File: config.mk
export PLATFORM = sky130hd
export DESIGN_NAME = delayed_gate_generator
export DESIGN_NICKNAME = d
export VERILOG_FILES = /design/src/hdl/dgg_pkg.sv /design/src/hdl/delayed_gate_generator.sv
export VERILOG_INCLUDE_DIRS = /design/src /design/src/hdl
export SDC_FILE = /design/constraint.sdc
export NUM_CORES = 1
export LEC_CHECK = 0
export BUFFER_PORTS_ARGS = -buffer_cell sky130_fd_sc_hd__buf_4
export CAP_MARGIN = 10
export CELL_PAD_IN_SITES_DETAIL_PLACEMENT = 0
export CELL_PAD_IN_SITES_GLOBAL_PLACEMENT = 1
export CORE_UTILIZATION = 41
export CTS_BUF_LIST = sky130_fd_sc_hd__clkbuf_4 sky130_fd_sc_hd__clkbuf_8 sky130_fd_sc_hd__clkbuf_16
export DETAILED_ROUTE_END_ITERATION = 7
export PLACE_DENSITY = 0.84
export RECOVER_POWER = 100
export SLEW_MARGIN = 20
export SYNTH_ARGS = -nofsm -noshare
export SYNTH_HDL_FRONTEND = slang
export SYNTH_SLANG_ARGS = --single-unit
File: constraint.sdc
create_clock -name i_clk -period 6 [get_ports i_clk]
set_input_delay 1.2 -clock i_clk [delete_from_list [all_inputs] [get_ports i_clk]]
set_output_delay 1.2 -clock i_clk [all_outputs]
set_load 0.01 [all_outputs]
File: src/hdl/delayed_gate_generator_macros.svh
// ----------------------------------------------------------------------------
// Assertion macros for the delayed gate generator
// Clocked, reset-qualified implication checks used at the end of the top level.
// ----------------------------------------------------------------------------
`ifndef DELAYED_GATE_GENERATOR_MACROS_SVH
`define DELAYED_GATE_GENERATOR_MACROS_SVH

// Same-cycle implication, checked out of reset
`define DGG_ASSERT_NOW(label, clk, rst_n, cond, expr, msg) \
    label: assert property (@(posedge clk) disable iff (!(rst_n)) (cond) |-> (expr)) \
        else $error(msg);

// Next-cycle implication, checked out of reset
`define DGG_ASSERT_NEXT(label, clk, rst_n, cond, expr, msg) \
    label: assert property (@(posedge clk) disable iff (!(rst_n)) (cond) |=> (expr)) \
        else $error(msg);

`endif

File: src/hdl/dgg_pkg.sv
// ----------------------------------------------------------------------------
// Delayed gate generator package
// Stage codes, register indexes and fixed field widths.
// ----------------------------------------------------------------------------
`default_nettype none

package dgg_pkg;

    // Fixed field widths
    localparam int LEVEL_W     = 15;
    localparam int LENGTH_W    = 24;
    localparam int PULSE_W     = 16;
    localparam int CFG_INDEX_W = 3;
    localparam int CFG_DATA_W  = 24;

    // Sequencer stages
    typedef enum logic [1:0] {
        ST_STOPPED = 2'd0,
        ST_DELAY   = 2'd1,
        ST_GATE    = 2'd2
    } t_stage;

    // Configuration register indexes
    typedef enum logic [CFG_INDEX_W-1:0] {
        REG_DELAY_TICKS     = 3'd0,
        REG_GATE_TICKS      = 3'd1,
        REG_END_PULSE_TICKS = 3'd2,
        REG_LOOP_ENABLED    = 3'd3,
        REG_RESUME_ON_LOAD  = 3'd4,
        REG_RISE_THRESHOLD  = 3'd5,
        REG_FALL_THRESHOLD  = 3'd6
    } t_cfg_reg;

    // Register reset values
    localparam logic [LENGTH_W-1:0] DELAY_TICKS_RST      = 24'd480;
    localparam logic [LENGTH_W-1:0] GATE_TICKS_RST       = 24'd49152;
    localparam logic [PULSE_W-1:0]  END_PULSE_TICKS_RST  = 16'd48;
    localparam logic signed [LEVEL_W-1:0] RISE_THRESH_RST = 15'sd1000;
    localparam logic signed [LEVEL_W-1:0] FALL_THRESH_RST = 15'sd0;

endpackage

`default_nettype wire

File: src/hdl/delayed_gate_generator.sv
// ----------------------------------------------------------------------------
// Delayed gate generator
// Trigger-to-gate generator with a delay stage, end-of-gate pulse and looping.
// ----------------------------------------------------------------------------
// Usage:
//   Input channel (i_valid / o_stall) carries one sample tick per request with
//   the trigger level in millivolts. Output channel (o_valid / i_stall) gives
//   one result per tick: gate, end pulse and the two stage flags.
//   Configuration writes use i_cfg_valid / o_cfg_ready with a register index
//   and data; ready is always high and writes should only be made while idle.
//   A tick's result is in the output register in the cycle after the tick
//   is accepted. Throughput is one tick per cycle while no stall holds it;
//   the sequencer update is a single compare-and-increment on the stage counter.
//   When the receiver stalls a full output register, o_stall rises and the
//   held result stays put; if the output register is being emptied in the
//   same cycle a new tick is still taken.
//   Reset (synchronous, active low) loads register defaults, stops the
//   sequencer, clears counters and the detector and arms the first-tick
//   trigger. No clearing pass is needed.
// ----------------------------------------------------------------------------
`default_nettype none

`include "delayed_gate_generator_macros.svh"

module delayed_gate_generator
    import dgg_pkg::*;
#(
    parameter int COUNT_BITS = 24
) (
    input  wire logic                          i_clk,
    input  wire logic                          i_rst_n,
    // configuration write channel
    input  wire logic                          i_cfg_valid,
    output logic                               o_cfg_ready,
    input  wire logic [CFG_INDEX_W-1:0]        i_cfg_index,
    input  wire logic [CFG_DATA_W-1:0]         i_cfg_data,
    // sample tick input
    input  wire logic                          i_valid,
    output logic                               o_stall,
    input  wire logic signed [LEVEL_W-1:0]     i_trigger_level,
    // result output
    output logic                               o_valid,
    input  wire logic                          i_stall,
    output logic                               o_gate_out,
    output logic                               o_end_out,
    output logic                               o_delay_active,
    output logic                               o_gate_active
);

    localparam int CNT_W = COUNT_BITS + 1;
    localparam int LEN_B = (COUNT_BITS < LENGTH_W) ? COUNT_BITS : LENGTH_W;
    localparam logic [CNT_W-1:0] CNT_CAP = {CNT_W{1'b1}};

    // Configuration registers
    logic [LENGTH_W-1:0]        r_delay_ticks;
    logic [LENGTH_W-1:0]        r_gate_ticks;
    logic [PULSE_W-1:0]         r_end_pulse_ticks;
    logic                       r_loop_enabled;
    logic                       r_resume_on_load;
    logic signed [LEVEL_W-1:0]  r_rise_thresh;
    logic signed [LEVEL_W-1:0]  r_fall_thresh;

    // Sequencer state
    t_stage                     r_stage, n_stage;
    logic [CNT_W-1:0]           r_count, n_count;
    logic                       r_det, n_det;
    logic                       r_first;
    logic [PULSE_W-1:0]         r_pulse, n_pulse;

    // Result register
    logic                       r_out_valid;
    logic                       r_gate_out, n_gate_out;
    logic                       r_end_out, n_end_out;

    logic                       in_take;
    logic                       trig;
    logic                       complete;
    logic [CNT_W-1:0]           count_inc;
    logic [CNT_W-1:0]           delay_len;
    logic [CNT_W-1:0]           gate_len;
    logic [PULSE_W-1:0]         pulse_base;

    // Handshakes
    assign o_cfg_ready = 1'b1;
    assign o_stall     = r_out_valid && i_stall;
    assign in_take     = i_valid && !o_stall;

    // Configuration writes; unknown indexes are dropped
    always_ff @(posedge i_clk) begin
        if (!i_rst_n) begin
            r_delay_ticks     <= DELAY_TICKS_RST;
            r_gate_ticks      <= GATE_TICKS_RST;
            r_end_pulse_ticks <= END_PULSE_TICKS_RST;
            r_loop_enabled    <= 1'b0;
            r_resume_on_load  <= 1'b0;
            r_rise_thresh     <= RISE_THRESH_RST;
            r_fall_thresh     <= FALL_THRESH_RST;
        end else if (i_cfg_valid && o_cfg_ready) begin
            case (i_cfg_index)
                REG_DELAY_TICKS:     r_delay_ticks     <= i_cfg_data[LENGTH_W-1:0];
                REG_GATE_TICKS:      r_gate_ticks      <= i_cfg_data[LENGTH_W-1:0];
                REG_END_PULSE_TICKS: r_end_pulse_ticks <= i_cfg_data[PULSE_W-1:0];
                REG_LOOP_ENABLED:    r_loop_enabled    <= i_cfg_data[0];
                REG_RESUME_ON_LOAD:  r_resume_on_load  <= i_cfg_data[0];
                REG_RISE_THRESHOLD:  r_rise_thresh     <= i_cfg_data[LEVEL_W-1:0];
                REG_FALL_THRESHOLD:  r_fall_thresh     <= i_cfg_data[LEVEL_W-1:0];
                default: ;
            endcase
        end
    end

    // Stage lengths taken in the low min(COUNT_BITS, LENGTH_W) bits
    assign delay_len = CNT_W'(r_delay_ticks[LEN_B-1:0]);
    assign gate_len  = CNT_W'(r_gate_ticks[LEN_B-1:0]);

    // Saturating stage count
    assign count_inc = (r_count == CNT_CAP) ? r_count : r_count + 1'b1;

    // Detector, next stage and result for this tick
    always_comb begin
        n_det      = r_det;
        trig       = 1'b0;
        n_stage    = r_stage;
        n_count    = r_count;
        complete   = 1'b0;
        n_gate_out = 1'b0;

        // Schmitt detector with its rising edge as trigger
        if (r_det) begin
            if (i_trigger_level <= r_fall_thresh) begin
                n_det = 1'b0;
            end
        end else if (i_trigger_level >= r_rise_thresh) begin
            n_det = 1'b1;
            trig  = 1'b1;
        end

        if (trig || (r_first && r_resume_on_load && r_loop_enabled)) begin
            n_stage = ST_DELAY;
            n_count = '0;
        end else begin
            case (r_stage)
                ST_DELAY: begin
                    n_count = count_inc;
                    if (count_inc > delay_len) begin
                        n_stage = ST_GATE;
                        n_count = '0;
                    end
                end
                ST_GATE: begin
                    n_count = count_inc;
                    if (count_inc > gate_len) begin
                        complete = 1'b1;
                        n_count  = '0;
                        n_stage  = (r_loop_enabled || n_det) ? ST_DELAY : ST_STOPPED;
                    end else begin
                        n_gate_out = 1'b1;
                    end
                end
                default: ;
            endcase
        end

        // End pulse: stretch to the configured length on gate end
        pulse_base = (complete && (r_end_pulse_ticks > r_pulse)) ? r_end_pulse_ticks
                                                                 : r_pulse;
        n_end_out  = (pulse_base != '0);
        n_pulse    = n_end_out ? pulse_base - 1'b1 : pulse_base;
    end

    // Sequencer state register
    always_ff @(posedge i_clk) begin
        if (!i_rst_n) begin
            r_stage <= ST_STOPPED;
            r_count <= '0;
            r_det   <= 1'b0;
            r_first <= 1'b1;
            r_pulse <= '0;
        end else if (in_take) begin
            r_stage <= n_stage;
            r_count <= n_count;
            r_det   <= n_det;
            r_first <= 1'b0;
            r_pulse <= n_pulse;
        end
    end

    // Output register valid
    always_ff @(posedge i_clk) begin
        if (!i_rst_n) begin
            r_out_valid <= 1'b0;
        end else if (in_take) begin
            r_out_valid <= 1'b1;
        end else if (!i_stall) begin
            r_out_valid <= 1'b0;
        end
    end

    // Output payload; stage flags come from the updated stage register
    always_ff @(posedge i_clk) begin
        if (in_take) begin
            r_gate_out <= n_gate_out;
            r_end_out  <= n_end_out;
        end
    end

    assign o_valid        = r_out_valid;
    assign o_gate_out     = r_gate_out;
    assign o_end_out      = r_end_out;
    assign o_delay_active = (r_stage == ST_DELAY);
    assign o_gate_active  = (r_stage == ST_GATE);

    // Checks
    `DGG_ASSERT_NOW(a_gate_in_stage, i_clk, i_rst_n, o_valid && o_gate_out, o_gate_active, "gate high outside gate stage")
    `DGG_ASSERT_NOW(a_stopped_count, i_clk, i_rst_n, r_stage == ST_STOPPED, r_count == '0, "stage count not clear while stopped")
    `DGG_ASSERT_NEXT(a_take_gives_result, i_clk, i_rst_n, in_take, o_valid, "accepted tick gave no result")

endmodule

`default_nettype wire

* Yosys cells after proc, flatten, opt, wreduce, memory -nomap -nowiden
Cells that the tools add are included.
** Word-level totals
- Memory bits (read-only) :: 0
- Memory bits (writable) :: 0
- Word-level logic and storage cells :: 78
- Latch bits :: 0
- Memories kept :: 0
- Output and inout port bits :: 7
- Register bits :: 144
** Cells by class
- Shift operators :: 0
- Equal/unequal tests :: 12
- $mul :: 0
- Mux-type cells :: 22
- $lt $le $gt $ge :: 5
- Divide/modulo/power cells :: 0
- Bitwise gates (word level) :: 1
- Reductions and logical operators :: 21
- Add/sub/neg operators :: 2
** Operators with widths (number)
- 25-bit two-way mux :: 4
- 25-bit by 24-bit > comparator with 1-bit output :: 2
- 25-bit case mux with 2 select lines :: 1
- 16-bit two-way mux :: 2
- 25-bit by 1-bit adder with 25-bit output, second input constant :: 1
- 25-bit equality test, second input constant :: 1
- 16-bit > comparator :: 1
- 2-bit AND reduction :: 8
- 16-bit nonzero test :: 1
- 16-bit by 1-bit subtractor with 16-bit output, second input constant :: 1
- 15-bit >= comparator :: 1
- 15-bit less-or-equal comparator :: 1
- 1-bit two-way mux :: 11
- 3-bit equality test, second input constant :: 3
- 3-bit by 2-bit equality test with 1-bit output, second input constant :: 2
- 2-bit two-way mux :: 3
- 3-bit by 1-bit inequality test with 1-bit output, second input constant :: 2
- 1-bit logical AND :: 5
- 2-bit case mux with 2 select lines :: 1
- 4-bit AND reduction :: 1
- 3-bit by 1-bit equality test with 1-bit output, second input constant :: 1
- 3-bit logical NOT :: 1
- 3-bit nonzero test :: 1
- 2-bit by 1-bit equality test with 1-bit output, second input constant :: 1
- 6 further kinds :: 7

* Longest topological paths before layout
- Depth in word-level cells :: 10
- Gate-level depth with buffers :: 31

* Worst setup path after synthesis
No wires, ideal clock.
- Path kind :: register to register
- From :: reg r_count[6]
- To :: reg r_pulse[11]
- Path slack :: 0.121 ns
- Required time :: 5.914 ns
- Cell stages (with the launch flop) :: 31
- Data arrival time :: 5.792 ns
- Period minus slack after synthesis :: 5.879 ns
- Cells stage by stage :: dfxtp_1 > buf_2 > and4_4 > and3_1 > buf_2 > a41o_1 > nor2_1 > nand2_1 > nor3_1 > xor2_1 > ha_1 > nand2_1 > or3_4 > a211o_1 > and4b_1 > nand3_2 > and3b_1 > buf_6 > buf_6 > buf_6 > mux2i_1 > ha_1 > nand2_1 > nor4_2 > nand3_1 > and3_1 > clkbuf_1 > nor2b_1 > xnor2_1 > a32o_1 > a221oi_2
** On the way
- Cells in the longest elaborated chain, start to end :: 10
** Ends and longest elaborated chain
- from (decl) :: RTL line delayed_gate_generator.sv:65 : logic [CNT_W-1:0] r_count, n_count;
- from (signal assigned) :: RTL line delayed_gate_generator.sv:181 : r_count <= n_count;
- 25-bit by 1-bit adder with 25-bit output / 25-bit equality test (equally long branches) :: RTL line delayed_gate_generator.sv:117 : assign count_inc = (r_count == CNT_CAP) ? r_count : r_count + 1'b1;
- 25-bit two-way mux * :: RTL line delayed_gate_generator.sv:117
- 25-bit by 24-bit > comparator with 1-bit output * :: RTL line delayed_gate_generator.sv:152 : if (count_inc > gate_len) begin
- 1-bit two-way mux * :: RTL line delayed_gate_generator.sv:152
- 1-bit two-way mux * :: RTL line delayed_gate_generator.sv:142 : case (r_stage)
- 1-bit two-way mux * :: RTL line delayed_gate_generator.sv:138 : if (trig || (r_first && r_resume_on_load && r_loop_enabled)) begin
- 1-bit logical AND * :: RTL line delayed_gate_generator.sv:165 : pulse_base = (complete && (r_end_pulse_ticks > r_pulse)) ? r_end_pulse_ticks
- 16-bit two-way mux * :: RTL line delayed_gate_generator.sv:165
- 16-bit by 1-bit subtractor with 16-bit output / 16-bit nonzero test (equally long branches) :: RTL line delayed_gate_generator.sv:168, delayed_gate_generator.sv:167
- 16-bit two-way mux * :: RTL line delayed_gate_generator.sv:168 : n_pulse = n_end_out ? pulse_base - 1'b1 : pulse_base;
- to (signal assigned) :: RTL line delayed_gate_generator.sv:184 : r_pulse <= n_pulse;
- to (decl) :: RTL line delayed_gate_generator.sv:68 : logic [PULSE_W-1:0] r_pulse, n_pulse;
Mark *: on every way between the ends. The rest lies on a longest branch, timed or not.
A chain may end at the register's enable or synchronous reset.

* Final worst setup path
- From :: reg r_count[12]
- To :: reg r_pulse[8]
Same word-level chain as after synthesis.

==> metrics <==
status=finished, violations left; failing checks=capacitance limit, slew limit; DRT iter0 DRCs=570; vias in the first global route=7571; RD Place Congestion=0.870; first-pass GRT wire length=41200 um; Worst Clk Skew=0.0146 ns; CP Max Fanout=8; clk buf depth=2; CTS Sinks=144; Lkg Pwr=3.97 nW; DRC=0; worst slew pin tran=1.72 ns; Final Hold Fails=0; post-DP HPWL=18600 um; critical path's largest stage delay=0.48 ns; number of CTS-inserted buffers=17; nets=1373; # Max-Cap Violations=1; Final Max Tran Viols=27; min-delay src=r_first; Via density=5.45; share of the synthesized area in the top cell type=0.318; Post-synth top flop=dfxtp_1; remaining global-route overflow=0; Syn Area/Cell=7.56 um2; Slowest-stage cell, CP=or3b_4; Non-Filler Cell Area, Final=0.0102 mm2; count of final setup violators=0; PwrDens=295 mW/mm2; Post-synth ARST share=0; n_diodes=0; Clk Tree Root Cell=clkbuf_16; Post-synth EDFFs=2; total wire length=25700 um; most frequent cells in the layout=nand2_1 (253), dfxtp_1 (142), a21oi_1 (138); synth top area cells=dfxtp_1 (32%), ha_1 (14%), nand2_1 (11%); Row Count=53; worst path required time=6.31 ns; RR Startpoint=r_count[12]; Final min period=5.67 ns; Die Span X=150 um; core area=0.0212 mm2; Chip Height=150 um; Tcrit/Tclk final=0.944; CP Capture Type=flop; f_max=176 MHz; total track usage=0.238; Mapped Nets=1329; Distinct cells, synth=75; Fill cells=2112; synth warn=0; relative slew slack=-0.145; First-pass DRT Iterations=5; worst path cell trace=and4_1, and4_1, a41o_1, or2_2, nor4_2, xor2_1, ha_1, nand3_1, or3_4, a211o_1, and4b_1, nand3_2, and3b_1, mux2i_1, ha_2, nand3_1, or3b_4, and3_1, nand2_1, nor2_1, nand3b_1, o21ai_1, a221oi_2; crit start category=flop; worst hold slack=0.448 ns; Netlist Area Pre-Place=0.00895 mm2; Syn-to-layout area delta=14.1%; Final ANT Viol Nets=0; Max IR drop VDD=0.161 mV; Post-Place Worst Slack=0.144 ns; Worst-path clk slew=0.07 ns; Overall Power=3.01 mW; largest net degree at the start of global routing=70; post-synthesis instance total=1184; Skew-Pair Late Insertion Delay=0.43 ns; initial antenna violation count=0; average wire per standard cell=17.0 um; CTS tree=built; IO Count=54; Critical Path Start=r_count[12]; sequential share of the synthesized area=0.324; starting density of the core=0.422; port bufs=52; Yosys top cell by area=dfxtp_1; H-Tree Depth=4; layout cells sized above 1=0.110; crit path DAT=5.98 ns; DP Area=0.00961 mm2; leading cell type in the layout, fill and taps excluded=nand2_1; Yosys reg bits=144; Final WS setup=0.334 ns; Vias=8265; Hold/Removal Path Class=reg2reg; full die area=0.0224 mm2; critical path type=reg2reg; hold_buf cts=0
## flip-flops by register name, summed over array words and instances, names as in the netlist
signal,count
o_valid,1
r_delay_ticks,24
r_det,1
r_stage,2
o_gate_out,1
r_resume_on_load,1
r_rise_thresh,15
r_count,25
r_first,1
r_pulse,16
r_end_pulse_ticks,16
r_fall_thresh,15
r_gate_ticks,24
o_end_out,1
r_loop_enabled,1
## worst max-delay path: cells and delay by family (launching register included)
family | cells | cell delay (ns)
xor+xnor | 1 | 0.15
flops | 1 | 0.38
fa+ha+maj | 2 | 0.60
simple gates | 15 | 3.26
mux | 1 | 0.23
compound gates | 4 | 0.92
## cells in the mapped netlist, types with 5 or more instances
| master | count |
|---|---|
| xor2_1 | 10 |
| clkbuf_1 | 38 |
| nand4_1 | 23 |
| a21oi_1 | 138 |
| and2_1 | 5 |
| nor4_1 | 14 |
| o21ai_0 | 27 |
| inv_1 | 110 |
| or2_2 | 6 |
| xnor2_1 | 26 |
| and3_1 | 6 |
| a21o_1 | 11 |
| o211ai_1 | 13 |
| nor2b_1 | 9 |
| nor3_1 | 33 |
| ha_1 | 98 |
| nand3_1 | 59 |
| nand2b_1 | 8 |
| nor2_1 | 45 |
| a31oi_1 | 9 |
| buf_2 | 7 |
| dfxtp_1 | 142 |
| mux2i_1 | 5 |
| nand2_1 | 253 |
## power by group
group / switching, mW / internal (mW) / total [mW]
Clock: 0.479 / 0.585 / 1.06
Sequential: 0.0718 / 1.03 / 1.10
Combinational: 0.506 / 0.345 / 0.851
## worst paths after layout
path	slack [ns]	cells past startpoint	to
setup reg to reg	0.33	23	r_pulse[8]
hold / removal	0.45	2	r_first
setup / recovery	0.33	23	r_pulse[8]
hold reg to reg	0.45	2	r_first
## metal layers
layer,wire length (um),up-vias,track usage,share of wire
li1,-,4183,-,-
met1,12000,3894,0.316,0.47
met2,12300,160,0.394,0.48
met3,971,28,0.0399,0.038
met4,529,0,0.0707,0.021
met5,0,-,0,0
## area by class of cell
cell class / instances / area (um2) / share of cell area
clock buffer: 17 / 425 / 0.0417
clock inverter: 15 / 149 / 0.0146
inverter: 111 / 418 / 0.0409
multi-input combinational: 876 / 5430 / 0.531
sequential: 144 / 2900 / 0.284
tap: 275 / 344 / 0.0337
timing repair buffer: 78 / 549 / 0.0538
## metrics by stage
step | util | instances | setup TNS, ns
6_report | 0.481 | 1516 | 0
5_1_grt | 0.481 | 1516 | -0.0174
4_1_cts | 0.480 | 1512 | 0
3_5_place_dp | 0.453 | 1480 | 0
3_3_place_gp | 0.453 | 1480 | 0
2_1_floorplan | - | 1184 | 0
## timing repair
item                                    CTS  global route
resized for setup                         0            10
setup buffers                             0             4
endpoints found under the setup margin    0            16
## cell families (layout without fill, tap and decap cells)
| family | Yosys count | in the layout | share of synthesized area |
|---|---|---|---|
| compound gates | 248 | 248 | 0.168 |
| xor+xnor | 36 | 36 | 0.0352 |
| fa+ha+maj | 98 | 98 | 0.137 |
| buf+inv | 164 | 221 | 0.0741 |
| flops | 144 | 144 | 0.324 |
| mux | 8 | 8 | 0.00937 |
| other cells | 1 | 1 | 0.000419 |
| simple gates | 485 | 485 | 0.252 |
Power figures use the tool's default switching activity.
